## src/design/lrps_pkg.sv

```systemverilog
// ----------------------------------------------------------------------------
// lrps_pkg
// Shared types for the linear ramp parameter smoother.
// ----------------------------------------------------------------------------
`default_nettype none

package lrps_pkg;

   // Operation carried by each input transaction.
   typedef enum logic [2:0] {
      MODE_TICK  = 3'd0,
      MODE_SET   = 3'd1,
      MODE_RAMP  = 3'd2,
      MODE_PEND  = 3'd3,
      MODE_CHECK = 3'd4,
      MODE_SKIP  = 3'd5
   } mode_type;

   // Sequencer states of the top level.
   typedef enum logic [2:0] {
      ST_IDLE  = 3'd0,
      ST_MUL   = 3'd1,
      ST_SUM   = 3'd2,
      ST_EMIT  = 3'd3,
      ST_DIFF  = 3'd4,
      ST_DIV   = 3'd5,
      ST_SLOPE = 3'd6
   } state_type;

endpackage

`default_nettype wire

```

## src/design/lrps_mul.sv

```systemverilog
// ----------------------------------------------------------------------------
// lrps_mul
// Serial shift-and-add multiplier: one multiplier bit per cycle, LSB first.
// ----------------------------------------------------------------------------
`default_nettype none

module lrps_mul #(
   parameter int A_WIDTH = 48,
   parameter int B_WIDTH = 20
) (
   input  wire logic                         clock,
   input  wire logic                         reset,
   input  wire logic                         start,
   input  wire logic [A_WIDTH-1:0]           mcand,
   input  wire logic [B_WIDTH-1:0]           mplier,
   output logic      [A_WIDTH+B_WIDTH-1:0]   product,
   output logic                              done
);

   localparam int CNTW = $clog2(B_WIDTH);

   logic                busy_ff, busy_in;
   logic                done_ff, done_in;
   logic [CNTW-1:0]     cnt_ff, cnt_in;
   logic [A_WIDTH-1:0]  hi_ff, hi_in;
   logic [B_WIDTH-1:0]  lo_ff, lo_in;
   logic [A_WIDTH-1:0]  mcand_ff, mcand_in;
   logic [A_WIDTH:0]    part_sum;

   // The low half doubles as the multiplier shift register.
   assign part_sum = {1'b0, hi_ff} + (lo_ff[0] ? {1'b0, mcand_ff} : {(A_WIDTH+1){1'b0}});

   always_comb begin
      busy_in  = busy_ff;
      done_in  = 1'b0;
      cnt_in   = cnt_ff;
      hi_in    = hi_ff;
      lo_in    = lo_ff;
      mcand_in = mcand_ff;
      if (start) begin
         busy_in  = 1'b1;
         cnt_in   = '0;
         hi_in    = '0;
         lo_in    = mplier;
         mcand_in = mcand;
      end else if (busy_ff) begin
         hi_in  = part_sum[A_WIDTH:1];
         lo_in  = {part_sum[0], lo_ff[B_WIDTH-1:1]};
         cnt_in = cnt_ff + CNTW'(1);
         if (cnt_ff == CNTW'(B_WIDTH - 1)) begin
            busy_in = 1'b0;
            done_in = 1'b1;
         end
      end
   end

   always_ff @(posedge clock) begin
      if (reset) begin
         busy_ff <= 1'b0;
         done_ff <= 1'b0;
      end else begin
         busy_ff <= busy_in;
         done_ff <= done_in;
      end
   end

   always_ff @(posedge clock) begin
      cnt_ff   <= cnt_in;
      hi_ff    <= hi_in;
      lo_ff    <= lo_in;
      mcand_ff <= mcand_in;
   end

   assign product = {hi_ff, lo_ff};
   assign done    = done_ff;

endmodule

`default_nettype wire

```

## src/design/lrps_div.sv

```systemverilog
// ----------------------------------------------------------------------------
// lrps_div
// Serial restoring divider: one quotient bit per cycle, MSB first.
// ----------------------------------------------------------------------------
`default_nettype none

module lrps_div #(
   parameter int DIVIDEND_WIDTH = 49,
   parameter int DIVISOR_WIDTH  = 20
) (
   input  wire logic                        clock,
   input  wire logic                        reset,
   input  wire logic                        start,
   input  wire logic [DIVIDEND_WIDTH-1:0]   dividend,
   input  wire logic [DIVISOR_WIDTH-1:0]    divisor,
   output logic      [DIVIDEND_WIDTH-1:0]   quotient,
   output logic                             done
);

   localparam int CNTW = $clog2(DIVIDEND_WIDTH);

   logic                       busy_ff, busy_in;
   logic                       done_ff, done_in;
   logic [CNTW-1:0]            cnt_ff, cnt_in;
   logic [DIVISOR_WIDTH-1:0]   rem_ff, rem_in;
   logic [DIVISOR_WIDTH-1:0]   dvs_ff, dvs_in;
   logic [DIVIDEND_WIDTH-1:0]  quo_ff, quo_in;
   logic [DIVISOR_WIDTH:0]     trial;
   logic [DIVISOR_WIDTH:0]     trial_sub;
   logic                       fits;

   // The quotient register shifts the dividend out while quotient bits shift in.
   assign trial     = {rem_ff, quo_ff[DIVIDEND_WIDTH-1]};
   assign trial_sub = trial - {1'b0, dvs_ff};
   assign fits      = (trial >= {1'b0, dvs_ff});

   always_comb begin
      busy_in = busy_ff;
      done_in = 1'b0;
      cnt_in  = cnt_ff;
      rem_in  = rem_ff;
      dvs_in  = dvs_ff;
      quo_in  = quo_ff;
      if (start) begin
         busy_in = 1'b1;
         cnt_in  = '0;
         rem_in  = '0;
         dvs_in  = divisor;
         quo_in  = dividend;
      end else if (busy_ff) begin
         rem_in = fits ? trial_sub[DIVISOR_WIDTH-1:0] : trial[DIVISOR_WIDTH-1:0];
         quo_in = {quo_ff[DIVIDEND_WIDTH-2:0], fits};
         cnt_in = cnt_ff + CNTW'(1);
         if (cnt_ff == CNTW'(DIVIDEND_WIDTH - 1)) begin
            busy_in = 1'b0;
            done_in = 1'b1;
         end
      end
   end

   always_ff @(posedge clock) begin
      if (reset) begin
         busy_ff <= 1'b0;
         done_ff <= 1'b0;
      end else begin
         busy_ff <= busy_in;
         done_ff <= done_in;
      end
   end

   always_ff @(posedge clock) begin
      cnt_ff <= cnt_in;
      rem_ff <= rem_in;
      dvs_ff <= dvs_in;
      quo_ff <= quo_in;
   end

   assign quotient = quo_ff;
   assign done     = done_ff;

endmodule

`default_nettype wire

```

## src/design/linear_ramp_parameter_smoother_unit.sv

```systemverilog
// ----------------------------------------------------------------------------
// linear_ramp_parameter_smoother_unit
// Parameter de-zipper: immediate sets, linear ramps and sample generation.
// ----------------------------------------------------------------------------
// A tick transaction runs the bit-serial multiply of slope by samples remaining,
// then the sum and the emit state, which waits while a result is still held.
// A ramp start runs the multiply and sum, then the difference, the bit-serial
// slope divide and the slope load. Set, pending, skip and idle checks complete
// in the accepting cycle. One transaction is in flight at a time. Synchronous
// reset clears the control and architectural state, not the working values.
// ----------------------------------------------------------------------------
`default_nettype none

module linear_ramp_parameter_smoother_unit #(
   parameter int VALUE_WIDTH = 32,
   parameter int COUNT_WIDTH = 20
) (
   input  wire logic                           clock,
   input  wire logic                           reset,
   input  wire logic                           req_valid,
   output logic                                req_ready,
   input  wire logic [2:0]                     req_mode,
   input  wire logic signed [VALUE_WIDTH-1:0]  req_target_value,
   input  wire logic [COUNT_WIDTH-1:0]         req_duration,
   output logic                                rsp_valid,
   input  wire logic                           rsp_ready,
   output logic signed [VALUE_WIDTH-1:0]       rsp_sample,
   output logic                                rsp_ramping
);

   // The slope is Q32.16 and so carries 16 more fraction bits than a value.
   localparam int SW   = VALUE_WIDTH + 16;
   // The divide quotient: a difference below 2^VALUE_WIDTH shifted by 16.
   localparam int QW   = SW + 1;
   // Room for the goal plus the scaled product without wrapping.
   localparam int SUMW = VALUE_WIDTH + COUNT_WIDTH + 2;

   localparam logic [QW-1:0] SLOPE_LIM = {2'b01, {(SW-1){1'b0}}};
   localparam logic [VALUE_WIDTH-1:0] VAL_MAX = {1'b0, {(VALUE_WIDTH-1){1'b1}}};
   localparam logic [VALUE_WIDTH-1:0] VAL_MIN = {1'b1, {(VALUE_WIDTH-1){1'b0}}};

   // Architectural state. The slope is held as sign and magnitude so that the
   // serial multiplier can work on an unsigned operand.
   lrps_pkg::state_type       state_ff, state_in;
   logic [VALUE_WIDTH-1:0]    goal_ff, goal_in;
   logic [VALUE_WIDTH-1:0]    last_ff, last_in;
   logic [SW-1:0]             slope_mag_ff, slope_mag_in;
   logic                      slope_neg_ff, slope_neg_in;
   logic [COUNT_WIDTH-1:0]    left_ff, left_in;
   logic                      pend_ff, pend_in;

   // Transaction in progress and working values.
   logic                      op_tick_ff, op_tick_in;
   logic [VALUE_WIDTH-1:0]    op_target_ff, op_target_in;
   logic [COUNT_WIDTH-1:0]    op_dur_ff, op_dur_in;
   logic [VALUE_WIDTH-1:0]    cur_ff, cur_in;
   logic                      neg_ff, neg_in;

   // Output register, which lets a new transaction be taken while a result waits.
   logic                      rsp_valid_ff, rsp_valid_in;
   logic [VALUE_WIDTH-1:0]    rsp_sample_ff, rsp_sample_in;
   logic                      rsp_ramping_ff, rsp_ramping_in;

   lrps_pkg::mode_type        req_mode_e;
   logic                      accept;
   logic                      need_mul;
   logic                      out_free;
   logic                      mul_start, mul_done, sum_load, div_start, div_done;
   logic                      slope_load, emit;
   logic [SW+COUNT_WIDTH-1:0] product;
   logic [QW-1:0]             quotient;

   logic [SUMW-1:0]           scaled;
   logic [SUMW-1:0]           goal_ext;
   logic [SUMW-1:0]           sum_wide;
   logic                      sum_ovf;
   logic [VALUE_WIDTH-1:0]    sum_sat;

   logic [VALUE_WIDTH:0]      diff;
   logic [VALUE_WIDTH:0]      diff_mag;
   logic [QW-1:0]             q_sat;

   assign req_mode_e = lrps_pkg::mode_type'(req_mode);
   assign accept     = req_valid && req_ready;
   assign out_free   = !rsp_valid_ff || rsp_ready;

   // A tick always runs the multiply: with no ramp left, or a zero slope, the
   // product is zero and the sample falls back to the goal level by itself.
   always_comb begin
      case (req_mode_e)
         lrps_pkg::MODE_TICK:  need_mul = 1'b1;
         lrps_pkg::MODE_RAMP:  need_mul = (req_duration != '0);
         lrps_pkg::MODE_CHECK: need_mul = pend_ff && (req_duration != '0);
         default:              need_mul = 1'b0;
      endcase
   end

   // Next-state logic of the sequencer.
   always_comb begin
      state_in = state_ff;
      case (state_ff)
         lrps_pkg::ST_IDLE:  if (accept && need_mul) state_in = lrps_pkg::ST_MUL;
         lrps_pkg::ST_MUL:   if (mul_done) state_in = lrps_pkg::ST_SUM;
         lrps_pkg::ST_SUM:   state_in = op_tick_ff ? lrps_pkg::ST_EMIT : lrps_pkg::ST_DIFF;
         lrps_pkg::ST_EMIT:  if (out_free) state_in = lrps_pkg::ST_IDLE;
         lrps_pkg::ST_DIFF:  state_in = lrps_pkg::ST_DIV;
         lrps_pkg::ST_DIV:   if (div_done) state_in = lrps_pkg::ST_SLOPE;
         lrps_pkg::ST_SLOPE: state_in = lrps_pkg::ST_IDLE;
         default:            state_in = lrps_pkg::ST_IDLE;
      endcase
   end

   // Control outputs of the sequencer.
   always_comb begin
      req_ready  = 1'b0;
      sum_load   = 1'b0;
      div_start  = 1'b0;
      slope_load = 1'b0;
      emit       = 1'b0;
      case (state_ff)
         lrps_pkg::ST_IDLE:  req_ready  = 1'b1;
         lrps_pkg::ST_SUM:   sum_load   = 1'b1;
         lrps_pkg::ST_EMIT:  emit       = out_free;
         lrps_pkg::ST_DIFF:  div_start  = 1'b1;
         lrps_pkg::ST_SLOPE: slope_load = 1'b1;
         default:            ;
      endcase
   end

   assign mul_start = accept && need_mul;

   // Present sample: the product carries 16 extra fraction bits, which are
   // dropped, so the magnitude is truncated before the sign is applied.
   assign scaled   = {2'b00, product[SW+COUNT_WIDTH-1:16]};
   assign goal_ext = {{(COUNT_WIDTH+2){goal_ff[VALUE_WIDTH-1]}}, goal_ff};
   assign sum_wide = slope_neg_ff ? (goal_ext - scaled) : (goal_ext + scaled);
   assign sum_ovf  = !((&sum_wide[SUMW-1:VALUE_WIDTH-1]) || !(|sum_wide[SUMW-1:VALUE_WIDTH-1]));
   assign sum_sat  = sum_ovf ? (sum_wide[SUMW-1] ? VAL_MIN : VAL_MAX)
                             : sum_wide[VALUE_WIDTH-1:0];

   // Ramp difference from the present sample down to the target.
   assign diff     = {cur_ff[VALUE_WIDTH-1], cur_ff}
                   - {op_target_ff[VALUE_WIDTH-1], op_target_ff};
   assign diff_mag = diff[VALUE_WIDTH] ? (~diff + 1'b1) : diff;

   // The slope magnitude saturates at 2^(SW-1) when negative and one below
   // that when positive.
   always_comb begin
      q_sat = (quotient > SLOPE_LIM) ? SLOPE_LIM : quotient;
      if (!neg_ff && (q_sat == SLOPE_LIM)) begin
         q_sat = SLOPE_LIM - 1'b1;
      end
   end

   // Datapath next values.
   always_comb begin
      goal_in        = goal_ff;
      last_in        = last_ff;
      slope_mag_in   = slope_mag_ff;
      slope_neg_in   = slope_neg_ff;
      left_in        = left_ff;
      pend_in        = pend_ff;
      op_tick_in     = op_tick_ff;
      op_target_in   = op_target_ff;
      op_dur_in      = op_dur_ff;
      cur_in         = cur_ff;
      neg_in         = neg_ff;
      rsp_valid_in   = rsp_valid_ff && !rsp_ready;
      rsp_sample_in  = rsp_sample_ff;
      rsp_ramping_in = rsp_ramping_ff;

      if (accept) begin
         op_tick_in   = (req_mode_e == lrps_pkg::MODE_TICK);
         op_target_in = req_target_value;
         op_dur_in    = req_duration;
         case (req_mode_e)
            lrps_pkg::MODE_SET: begin
               goal_in      = req_target_value;
               last_in      = req_target_value;
               slope_mag_in = '0;
               slope_neg_in = 1'b0;
               left_in      = '0;
            end
            lrps_pkg::MODE_RAMP: begin
               last_in = req_target_value;
               // A ramp of no length is an immediate set.
               if (req_duration == '0) begin
                  goal_in      = req_target_value;
                  slope_mag_in = '0;
                  slope_neg_in = 1'b0;
                  left_in      = '0;
               end
            end
            lrps_pkg::MODE_PEND: begin
               if (last_ff != req_target_value) begin
                  last_in = req_target_value;
                  pend_in = 1'b1;
               end
            end
            lrps_pkg::MODE_CHECK: begin
               if (pend_ff) begin
                  pend_in      = 1'b0;
                  op_target_in = last_ff;
                  if (req_duration == '0) begin
                     goal_in      = last_ff;
                     slope_mag_in = '0;
                     slope_neg_in = 1'b0;
                     left_in      = '0;
                  end
               end
            end
            lrps_pkg::MODE_SKIP: begin
               left_in = (req_duration >= left_ff) ? '0 : (left_ff - req_duration);
            end
            default: ;
         endcase
      end

      if (sum_load) begin
         cur_in = sum_sat;
      end

      if (div_start) begin
         neg_in = diff[VALUE_WIDTH];
      end

      if (slope_load) begin
         slope_mag_in = q_sat[SW-1:0];
         slope_neg_in = neg_ff;
         left_in      = op_dur_ff;
         goal_in      = op_target_ff;
      end

      if (emit) begin
         rsp_valid_in   = 1'b1;
         rsp_sample_in  = cur_ff;
         rsp_ramping_in = (left_ff != '0);
         if (left_ff != '0) begin
            left_in = left_ff - 1'b1;
         end
      end
   end

   always_ff @(posedge clock) begin
      if (reset) begin
         state_ff     <= lrps_pkg::ST_IDLE;
         goal_ff      <= '0;
         last_ff      <= '0;
         slope_mag_ff <= '0;
         slope_neg_ff <= 1'b0;
         left_ff      <= '0;
         pend_ff      <= 1'b0;
         rsp_valid_ff <= 1'b0;
      end else begin
         state_ff     <= state_in;
         goal_ff      <= goal_in;
         last_ff      <= last_in;
         slope_mag_ff <= slope_mag_in;
         slope_neg_ff <= slope_neg_in;
         left_ff      <= left_in;
         pend_ff      <= pend_in;
         rsp_valid_ff <= rsp_valid_in;
      end
   end

   always_ff @(posedge clock) begin
      op_tick_ff     <= op_tick_in;
      op_target_ff   <= op_target_in;
      op_dur_ff      <= op_dur_in;
      cur_ff         <= cur_in;
      neg_ff         <= neg_in;
      rsp_sample_ff  <= rsp_sample_in;
      rsp_ramping_ff <= rsp_ramping_in;
   end

   // Slope times samples remaining, one bit of the count per cycle.
   lrps_mul #(
      .A_WIDTH (SW),
      .B_WIDTH (COUNT_WIDTH)
   ) u_mul (
      .clock   (clock),
      .reset   (reset),
      .start   (mul_start),
      .mcand   (slope_mag_ff),
      .mplier  (left_ff),
      .product (product),
      .done    (mul_done)
   );

   // Difference magnitude scaled by 2^16 over the ramp length.
   lrps_div #(
      .DIVIDEND_WIDTH (QW),
      .DIVISOR_WIDTH  (COUNT_WIDTH)
   ) u_div (
      .clock    (clock),
      .reset    (reset),
      .start    (div_start),
      .dividend ({diff_mag, 16'd0}),
      .divisor  (op_dur_ff),
      .quotient (quotient),
      .done     (div_done)
   );

   assign rsp_valid   = rsp_valid_ff;
   assign rsp_sample  = rsp_sample_ff;
   assign rsp_ramping = rsp_ramping_ff;

   // The multiplier only finishes while the sequencer waits for it.
   a_mul_done_in_mul: assert property (@(posedge clock) disable iff (reset)
      mul_done |-> (state_ff == lrps_pkg::ST_MUL))
      else $error("multiplier finished outside its wait state");

   // The divider only finishes while the sequencer waits for it.
   a_div_done_in_div: assert property (@(posedge clock) disable iff (reset)
      div_done |-> (state_ff == lrps_pkg::ST_DIV))
      else $error("divider finished outside its wait state");

   // A positive slope never reaches 2^(SW-1); a negative one never exceeds it.
   a_slope_range: assert property (@(posedge clock) disable iff (reset)
      !(slope_mag_ff[SW-1] && (!slope_neg_ff || (|slope_mag_ff[SW-2:0]))))
      else $error("slope magnitude outside its saturated range");

   // A result released from the emit state is presented in the next cycle.
   a_emit_presents: assert property (@(posedge clock) disable iff (reset)
      emit |=> (rsp_valid && (state_ff == lrps_pkg::ST_IDLE)))
      else $error("emitted result not presented");

endmodule

`default_nettype wire

```

## config.mk

```make
export PLATFORM = sky130hd
export DESIGN_NAME = linear_ramp_parameter_smoother_unit
export DESIGN_NICKNAME = d
export VERILOG_FILES = /design/src/design/lrps_pkg.sv /design/src/design/lrps_mul.sv /design/src/design/lrps_div.sv /design/src/design/linear_ramp_parameter_smoother_unit.sv
export SDC_FILE = /design/constraint.sdc
export NUM_CORES = 1
export LEC_CHECK = 0
export ABC_AREA = 1
export BUFFER_PORTS_ARGS = -buffer_cell sky130_fd_sc_hd__buf_2
export CORE_MARGIN = 4
export CORE_UTILIZATION = 59
export CTS_CLUSTER_DIAMETER = 200
export CTS_CLUSTER_SIZE = 40
export DETAILED_ROUTE_END_ITERATION = 16
export PLACE_DENSITY = 0.81
export SLEW_MARGIN = 20
export SYNTH_ARGS = -nofsm -noshare
export SYNTH_HDL_FRONTEND = slang
export SYNTH_HIERARCHICAL = 1
export SYNTH_SLANG_ARGS = --single-unit
```

## constraint.sdc

```tcl
create_clock -name clock -period 8.2 [get_ports clock]
set_clock_uncertainty 0.15 [all_clocks]
set_input_delay 1.23 -clock clock [delete_from_list [all_inputs] [get_ports clock]]
set_output_delay 1.23 -clock clock [all_outputs]
set_load 0.01 [all_outputs]
```

# Word-level counts from Yosys, hierarchy flattened
# Index checks and enable logic that the tools add are counted.
dict set report totals {
  reg_bits 477
  latchBits 0
  mem_bits_rw 0
  mem_bits_ro 0
  input_bits 59
  mem_count 0
}
dict set report op_classes {
  add_sub_neg 10
  multipliers 0
  n_div 0
  n_lt_le_gt_ge 3
  eq_ne 23
  shift 0
  muxes 63
  bitwise_logic 3
  reduce_logical 32
}
# op count
set op_table {}
lappend op_table {{two-way mux 32 bit} 10}
lappend op_table {{two-way mux 48 bit} 6}
lappend op_table {{two-way mux 20 bit} 10}
lappend op_table {{two-way mux 49 bit} 3}
lappend op_table {{case mux 48 bit (3 select lines)} 1}
lappend op_table {{case mux 32 bit (3 select lines)} 1}
lappend op_table {{case mux 20 bit (4 select lines)} 1}
lappend op_table {{case mux 32 bit (2 select lines)} 1}
lappend op_table {{adder 32 x 53 -> 54 bit} 1}
lappend op_table {{two-way mux 54 bit} 1}
lappend op_table {{subtractor 32 x 53 -> 54 bit} 1}
lappend op_table {{adder 48 x 49 -> 49 bit} 1}
lappend op_table {{== test 49 x 48 -> 1 bit (second input constant)} 1}
lappend op_table {{> comparator 49 x 48 -> 1 bit (second input constant)} 1}
lappend op_table {{nonzero test 20 bit} 2}
lappend op_table {{subtractor 20 bit} 2}
lappend op_table {{adder 33 x 1 -> 33 bit (second input constant)} 1}
lappend op_table {{two-way mux 33 bit} 1}
lappend op_table {{inverter 33 bit} 1}
lappend op_table {{subtractor 32 x 32 -> 33 bit} 1}
lappend op_table {{inequality test 32 bit} 1}
lappend op_table {{AND reduction 23 bit} 1}
lappend op_table {{OR reduction 23 bit} 1}
lappend op_table {{greater-or-equal comparator 21 x 20 -> 1 bit} 1}
lappend op_table {{other kinds (30)} 83}

# Longest topological paths before layout
# Gate-level depths: netlist of the first run.
dict set report depth {
  word_depth 8
  ltp_mapped 36
}

# Modules after synthesis
# Netlist of the first run, hierarchy kept.
# module instances cells_per_inst area_each_um2 seq_area_each_um2
set modules_own_cells {}
lappend modules_own_cells {linear_ramp_parameter_smoother_unit 1 3581 22360.2 6336.1}
lappend modules_own_cells {lrps_mul 1 1330 8667.1 3143.0}
lappend modules_own_cells {lrps_div 1 700 5418.9 2632.5}

# Worst setup path before layout of the first run
# No wires, ideal clock.
dict set report synth_path {
  path_type {input to register}
  from {in req_valid}
  to {reg u_mul.lo_ff[0] (enable)}
  t_arrival_ns 4.631
  t_required_ns 7.675
  path_slack_ns 3.044
  cell_stages 8
  path_cell_list {nand2_1 > inv_1 > nand2_1 > inv_1 > buf_2 > nor2_1 > buf_2 > inv_1}
}
dict set report synth_via {
  elab_chain_len 3
}
# element line
set synth_rtl {}
lappend synth_rtl {{from (decl)} linear_ramp_parameter_smoother_unit.sv:20} ;# input wire logic req_valid,
lappend synth_rtl {{logical AND 1 bit} linear_ramp_parameter_smoother_unit.sv:84} ;# assign accept = req_valid && req_ready;
lappend synth_rtl {{named net accept} linear_ramp_parameter_smoother_unit.sv:65} ;# logic accept;
lappend synth_rtl {{logical AND 1 bit} linear_ramp_parameter_smoother_unit.sv:130} ;# assign mul_start = accept && need_mul;
lappend synth_rtl {{named net mul_start} linear_ramp_parameter_smoother_unit.sv:68} ;# logic mul_start, mul_done, sum_load, div_start, div_done;
lappend synth_rtl {{nonzero test 2 bit (no source line)} -}
lappend synth_rtl {{to (signal assigned)} lrps_mul.sv:70} ;# lo_ff <= lo_in;
lappend synth_rtl {{to (decl)} lrps_mul.sv:26} ;# logic [B_WIDTH-1:0] lo_ff, lo_in;
# The timed path passes the listed nets, and every way through them passes these cells.
# A chain may end at the register's enable or synchronous reset.

# Final worst setup path of the first run
dict set report layout_path {
  from {reg u_mul.lo_ff[16]}
  to {reg cur_ff[6] (data pin)}
}
dict set report layout_via {
  elab_chain_len 6
  word_cells_on_any_way 9
}
# element line
set layout_rtl {}
lappend layout_rtl {{adder 32 x 53 -> 54 bit / subtractor 32 x 53 -> 54 bit (equally long branches)} linear_ramp_parameter_smoother_unit.sv:136} ;# assign sum_wide = slope_neg_ff ? (goal_ext - scaled) : (goal_ext + scaled);
lappend layout_rtl {{two-way mux 54 bit *} linear_ramp_parameter_smoother_unit.sv:136}
lappend layout_rtl {{OR reduction 23 bit} linear_ramp_parameter_smoother_unit.sv:137} ;# assign sum_ovf = !((&sum_wide[SUMW-1:VALUE_WIDTH-1]) || !(|sum_wide[SUMW-1:VALUE_WIDTH-1]));
lappend layout_rtl {{logical NOT 1 bit} linear_ramp_parameter_smoother_unit.sv:137}
lappend layout_rtl {{logical OR 1 bit} linear_ramp_parameter_smoother_unit.sv:137}
lappend layout_rtl {{two-way mux 32 bit *} linear_ramp_parameter_smoother_unit.sv:138} ;# assign sum_sat = sum_ovf ? (sum_wide[SUMW-1] ? VAL_MIN : VAL_MAX)
lappend layout_rtl {{named net sum_sat[6]} linear_ramp_parameter_smoother_unit.sv:77} ;# logic [VALUE_WIDTH-1:0] sum_sat;
lappend layout_rtl {{to (signal assigned)} linear_ramp_parameter_smoother_unit.sv:270} ;# cur_ff <= cur_in;
lappend layout_rtl {{to (decl)} linear_ramp_parameter_smoother_unit.sv:56} ;# logic [VALUE_WIDTH-1:0] cur_ff, cur_in;
# The timed path passes the listed nets; every way through them passes the cells marked *.

==> results of run 1 <==
[Yosys cell counts (5+ instances only)]
library cell  number
buf_6              8
a21o_1             6
nand3_2           20
clkbuf_1         101
nand2_4            5
inv_2             23
dfxtp_1          221
xnor2_1          103
nor3_2             6
nor2_1           419
nand3_1          245
a21oi_1          285
o21ai_1           36
o21a_1             5
nand4_1           75
nand2_2           36
edfxtp_1         256
nor2_4             5
nor4_1            26
nor3_1            54
nand3b_1          10
fa_1               5
nand2_1         1962
nor2_2            51
xor2_1            87
o21bai_1          10
o21ai_0          278
o31ai_1            7
and2_1             8
a31oi_1           16
inv_1            970
ha_1             180
a211oi_1          27
buf_2             12
[layer usage]
| layer | GRT usage | up-vias |
|---|---|---|
| li1 | - | 17670 |
| met1 | 0.456 | 15916 |
| met2 | 0.546 | 1332 |
| met3 | 0.0308 | 214 |
| met4 | 0.115 | 4 |
| met5 | 0 | - |
[final cells by class]
| type | instances | area share |
|---|---|---|
| clock buffer | 24 | 0.0108 |
| clock inverter | 2 | 0.000362 |
| inverter | 994 | 0.0982 |
| multi-input combinational | 4027 | 0.530 |
| sequential | 477 | 0.319 |
| tap | 782 | 0.0257 |
| timing repair buffer | 114 | 0.0164 |
[power breakdown]
part | total (mW) | internal [mW] | switching, mW
Clock | 1.10 | 0.356 | 0.749
Combinational | 3.01 | 0.989 | 2.02
Sequential | 3.04 | 2.74 | 0.301
Total | 7.16 | 4.09 | 3.07
[per-stage QoR]
step | power [mW] | hold WS, ps | std cells | setup slack [ps]
2_1_floorplan | 5.17 | 259 | 5626 | 3040
3_3_place_gp | 6.01 | 263 | 6394 | 2840
3_5_place_dp | 6.04 | 264 | 6394 | 2660
4_1_cts | 7.12 | 269 | 6420 | 2640
5_1_grt | 7.61 | 293 | 6420 | 2000
6_report | 7.16 | 272 | 6420 | 2490
[logic make-up (layout without fill, tap and decap cells)]
logic type      after synthesis  in the layout  share of synthesized area
flops                       477            477                      0.332
mux                           2              2                   0.000618
compound gates              694            694                      0.102
fa+ha+maj                   185            185                     0.0645
xor+xnor                    194            194                     0.0474
buf+inv                    1122           1134                      0.118
simple gates               2936           2936                      0.335
other cells                   1             16                   0.000103
[path summary, 6_finish.rpt]
path / to / slack [ps] / from
worst min register to register: u_mul/mcand_ff[28] / 270 / slope_mag_ff[28]
worst max-delay path: cur_ff[6] / 2490 / u_mul/lo_ff[16]
worst min-delay path: u_mul/mcand_ff[28] / 270 / slope_mag_ff[28]
worst max register to register: cur_ff[6] / 2490 / u_mul/lo_ff[16]
[sequential cells by signal (all words and copies together) (netlist names), 32 cells and up]
name            flops
last_ff            32
slope_mag_ff       48
u_div/quotient     49
u_mul/mcand_ff     48
cur_ff             32
u_mul/hi_ff        48
rsp_sample         32
goal_ff            32
op_target_ff       32
[critical path, delay by kind of cell (launching register included)]
| family | cells | cell delay, ps |
|---|---|---|
| AO/OA/AOI/OAI | 2 | 310 |
| XOR/XNOR | 1 | 180 |
| adder cells (fa/ha/maj) | 2 | 620 |
| buffers and inverters | 3 | 320 |
| flip-flops | 1 | 440 |
| AND/OR/NAND/NOR | 23 | 3480 |
==> flow_summary.ini, run 1 <==
[run_status]
status = complete, no violations

[grt]
grt_pass1_vias = 31967
gr-usage-all-layers = 0.330
grt-ovfl-total = 0
grt_max_degree = 70
grt_pass1_wl_mm = 175
antenna_found_initial = 3

[setup_path]
start_kind = register
cpMaxStageDelayCell = nand3_2
worstPathArrival_ps = 5990
criticalPathCategory = register to register
end_kind = register
crit_fanout = 31
cp.required_ps = 8470
worst_r2r_path_depth = 31
path_common_cell = nand2_1
slowest_delay_ps = 620

[clock_network]
cts.htree.levels = 1
cts_resized = 0
hold_buffers = 0
clkTransAtPathRegs_ps = 180
clock_latency_ps = 610
cts_buffers = 15
cts_tree = done
cts_buffer_depth = 3
cts_sinks = 477
postCtsSetupBuffers = 0
root_buffer = clkbuf_16

[drt]
drt_iter0_markers = 3680
drc = 0
vias = 35136
wl_per_cell_microns = 17.5
m1WireLength_mm = 48.4
drtPass1Iterations = 8
dr_wl_met3_mm = 8.39
highest_layer = met5
antenna_left = 0
wl_met2_mm = 51.0
vias_per_cell = 5.47
wl_mm = 112

[min_path]
min_path_type = register to register
min_path_cells = 0

[timing]
rsz0062_at_grt = no
finalHoldViolCount = 0
setup_viol = 0
fmax_mhz = 175
tns_ps = 0
worst_pin_slew_ps = 1000
period_share = 0.697
slew-limit-headroom = 0.332
finalMaxSlewViolations = 0
fin_crit_ps = 5710

[yosys]
synth.avg_cell_area_sq_um = 6.50
netlist.top_cell.by_area = edfxtp_1
synth_edf_count = 256
ys_seq_elements = 477
syn_area_sq_mm = 0.0364
yosys_most_used_dff = edfxtp_1
synth_top_area_frac = 0.211
seq_area_frac_synth = 0.332
syn_inst = 5611
yosysWarnings = 6
async_flop_share = 0
yosys.cell_types.count = 60
synth_top_cells_by_area = edfxtp_1 (21%), nand2_1 (20%), dfxtp_1 (12%)

[die]
core-area_sq_mm = 0.0608
dieWidth_microns = 257
start_util = 0.599
fp-row-count = 90
io-pin-count = 94
die_area_sq_mm = 0.0658
fp.dieH_microns = 257

[cells_and_area]
n_antenna_cell = 0
fill_cells = 5830
design_area_sq_mm = 0.0380
utilization = 0.625
drive_above_1_share = 0.0536
final_cell_mix = nand2_1 (1962), inv_1 (966), nor2_1 (417), a21oi_1 (283), o21ai_0 (278)
final_common_cell = nand2_1
final_nets = 5873
seq_area_sq_mm = 0.0121
multi_input_area_sq_mm = 0.0201
area_growth_pct = 4.28

[flow_run]
cap_violations = 0

[placed_design]
portBuffers = 93
placed_cell_area_sq_mm = 0.0376
routabilityCongestion = 1.05
dp.final_hpwl_mm = 90.7

[pwr]
power_density_mw_per_mm2 = 188
p_leak_nw = 19.1
ir_worst_vdd_mv = 0.188
(Power assumes the default switching activity.)
==> run 2, diff against run 1 <==
--- a/config.mk
+++ b/config.mk
@@ -8,11 +8,11 @@
 export ABC_AREA = 1
 export BUFFER_PORTS_ARGS = -buffer_cell sky130_fd_sc_hd__buf_2
 export CORE_MARGIN = 4
-export CORE_UTILIZATION = 59
+export CORE_UTILIZATION = 58
 export CTS_CLUSTER_DIAMETER = 200
 export CTS_CLUSTER_SIZE = 40
 export DETAILED_ROUTE_END_ITERATION = 16
-export PLACE_DENSITY = 0.81
+export PLACE_DENSITY = 0.83
 export SLEW_MARGIN = 20
 export SYNTH_ARGS = -nofsm -noshare
 export SYNTH_HDL_FRONTEND = slang
==> constraint.sdc (replaced) <==
create_clock -name clock -period 4.65 [get_ports clock]
set_clock_uncertainty 0.15 [all_clocks]
set_input_delay 0.6975 -clock clock [delete_from_list [all_inputs] [get_ports clock]]
set_output_delay 0.6975 -clock clock [all_outputs]
set_load 0.01 [all_outputs]
==> run 2 against run 1 <==
Worst setup slack worse by 2600 ps. Worst hold slack lost 130 ps. Sequential power grew 73%. Routed wire length rose by 4.5%. Clock-buffer cell count shrank 1. Fmax up 19%. Die area increased by 1.7%. Cell count rose by 3.7%. The run now ends with setup timing left. Non-clock buffer count is 181 higher. Via count up 3.5%.
==> flow_summary.ini, run 2 (same netlist as run 1, synthesis figures left out) <==
[run_status]
status = complete, but fails checks
violations = setup timing

[setup_path]
end_kind = register
worstPathArrival_ps = 5110
cpMaxStageDelayCell = edfxtp_1
path_common_cell = buf_4
criticalPathCategory = register to register
crit_fanout = 5
cp.required_ps = 4980
start_kind = register
worst_r2r_path_depth = 36
slowest_delay_ps = 400

[min_path]
min_path_type = primary input to register
min_path_cells = 1

[grt]
grt_pass1_vias = 33599
grt_max_degree = 74
grt-ovfl-total = 0
gr-usage-all-layers = 0.340
grt_pass1_wl_mm = 181
antenna_found_initial = 4

[cells_and_area]
area_growth_pct = 10.1
seq_area_sq_mm = 0.0121
final_nets = 6054
n_antenna_cell = 0
drive_above_1_share = 0.103
fill_cells = 5827
final_common_cell = nand2_1
multi_input_area_sq_mm = 0.0206
final_cell_mix = nand2_1 (1925), inv_1 (956), nor2_1 (381), o21ai_0 (276), a21oi_1 (272)
largest_reg_flops = 49
utilization = 0.648

[timing]
worst_pin_slew_ps = 999
setup_viol = 31
finalMaxSlewViolations = 0
period_share = 1.03
rsz0062_at_grt = yes
finalHoldViolCount = 0
fin_crit_ps = 4790
setup_ws_ps = -136
fmax_mhz = 209
slew-limit-headroom = 0.334
tns_ps = -3440

[drt]
drt_iter0_markers = 3831
antenna_left = 0
dr_wl_met3_mm = 9.47
wl_per_cell_microns = 17.7
wl_met2_mm = 53.4
vias = 36377
highest_layer = met5
wl_mm = 117
vias_per_cell = 5.47
m1WireLength_mm = 48.1
drc = 0
drtPass1Iterations = 6

[clock_network]
cts_tree = done
cts.htree.levels = 1
hold_buffers = 0
root_buffer = clkbuf_16
cts_buffer_depth = 3
cts_sinks = 477
cts_buffers = 15
clkTransAtPathRegs_ps = 160
clock_latency_ps = 600

[flow_run]
cap_violations = 0

[die]
fp-row-count = 91
fp.dieH_microns = 259
start_util = 0.588
dieWidth_microns = 259
die_area_sq_mm = 0.0669
core-area_sq_mm = 0.0619
io-pin-count = 94

[pwr]
p_leak_nw = 20.2
power_density_mw_per_mm2 = 331
ir_worst_vdd_mv = 0.333

[placed_design]
dp.final_hpwl_mm = 93.7
portBuffers = 93
routabilityCongestion = 1.02
## run 2: path summary, 6_finish.rpt
check,startpoint,end,slack [ps]
min reg2reg,slope_mag_ff[11],u_mul/mcand_ff[11],300
max,u_mul/lo_ff[17],cur_ff[6],-140
max reg2reg,u_mul/lo_ff[17],cur_ff[6],-140
min,req_duration[9],op_dur_ff[9],140
## run 2: routing by layer
metal / up-vias / global-route usage
met1: 16591 / 0.443
met5: - / 0
met4: 4 / 0.156
li1: 18001 / -
met3: 300 / 0.0480
met2: 1481 / 0.563
## run 2: power breakdown
group	switching (mW)	internal (mW)	leakage [nW]	total, mW
Sequential	0.418	4.84	4.16	5.25
Clock	1.31	0.625	0.203	1.94
Combinational	3.90	2.19	15.8	6.09
Total	5.63	7.65	20.2	13.3
## run 2: layout make-up
cell class                      count  share of cell area
Clock buffer                       23              0.0101
Sequential cell                   477               0.302
Multi-Input combinational cell   4027               0.514
Timing Repair Buffer              295              0.0542
Inverter                          994              0.0931
Tap cell                          837              0.0261
Clock inverter                      2            0.000343
## run 2: per-stage QoR
stage	hold WS [ps]	cells	worst slack, ps	instance area [sq um]	power [mW]
detailed placement	266	6599	-181	38900	11.1
global placement	263	6599	-63.6	38900	11.0
CTS	139	6646	-77.8	39700	13.1
finish	141	6655	-136	40100	13.3
floorplan	259	5626	375	36500	9.12
global route	132	6655	-422	40100	14.1
## run 2: timing repair
item / CTS / global route
endpoints found under the setup margin: 31 / 31
pin swaps: 12 / 48
hold endpoints to repair: 0 / 0
gates cloned: 3 / 1
gates resized for setup: 45 / 104
buffers inserted: 19 / 8
## run 2: worst max-delay path: cells and delay by family (launching register included)
kind	cells	cell delay, ps
buffers and inverters	17	2090
AND/OR/NAND/NOR	16	1470
flip-flops	1	400
AO/OA/AOI/OAI	2	290
adder cells (fa/ha/maj)	1	260
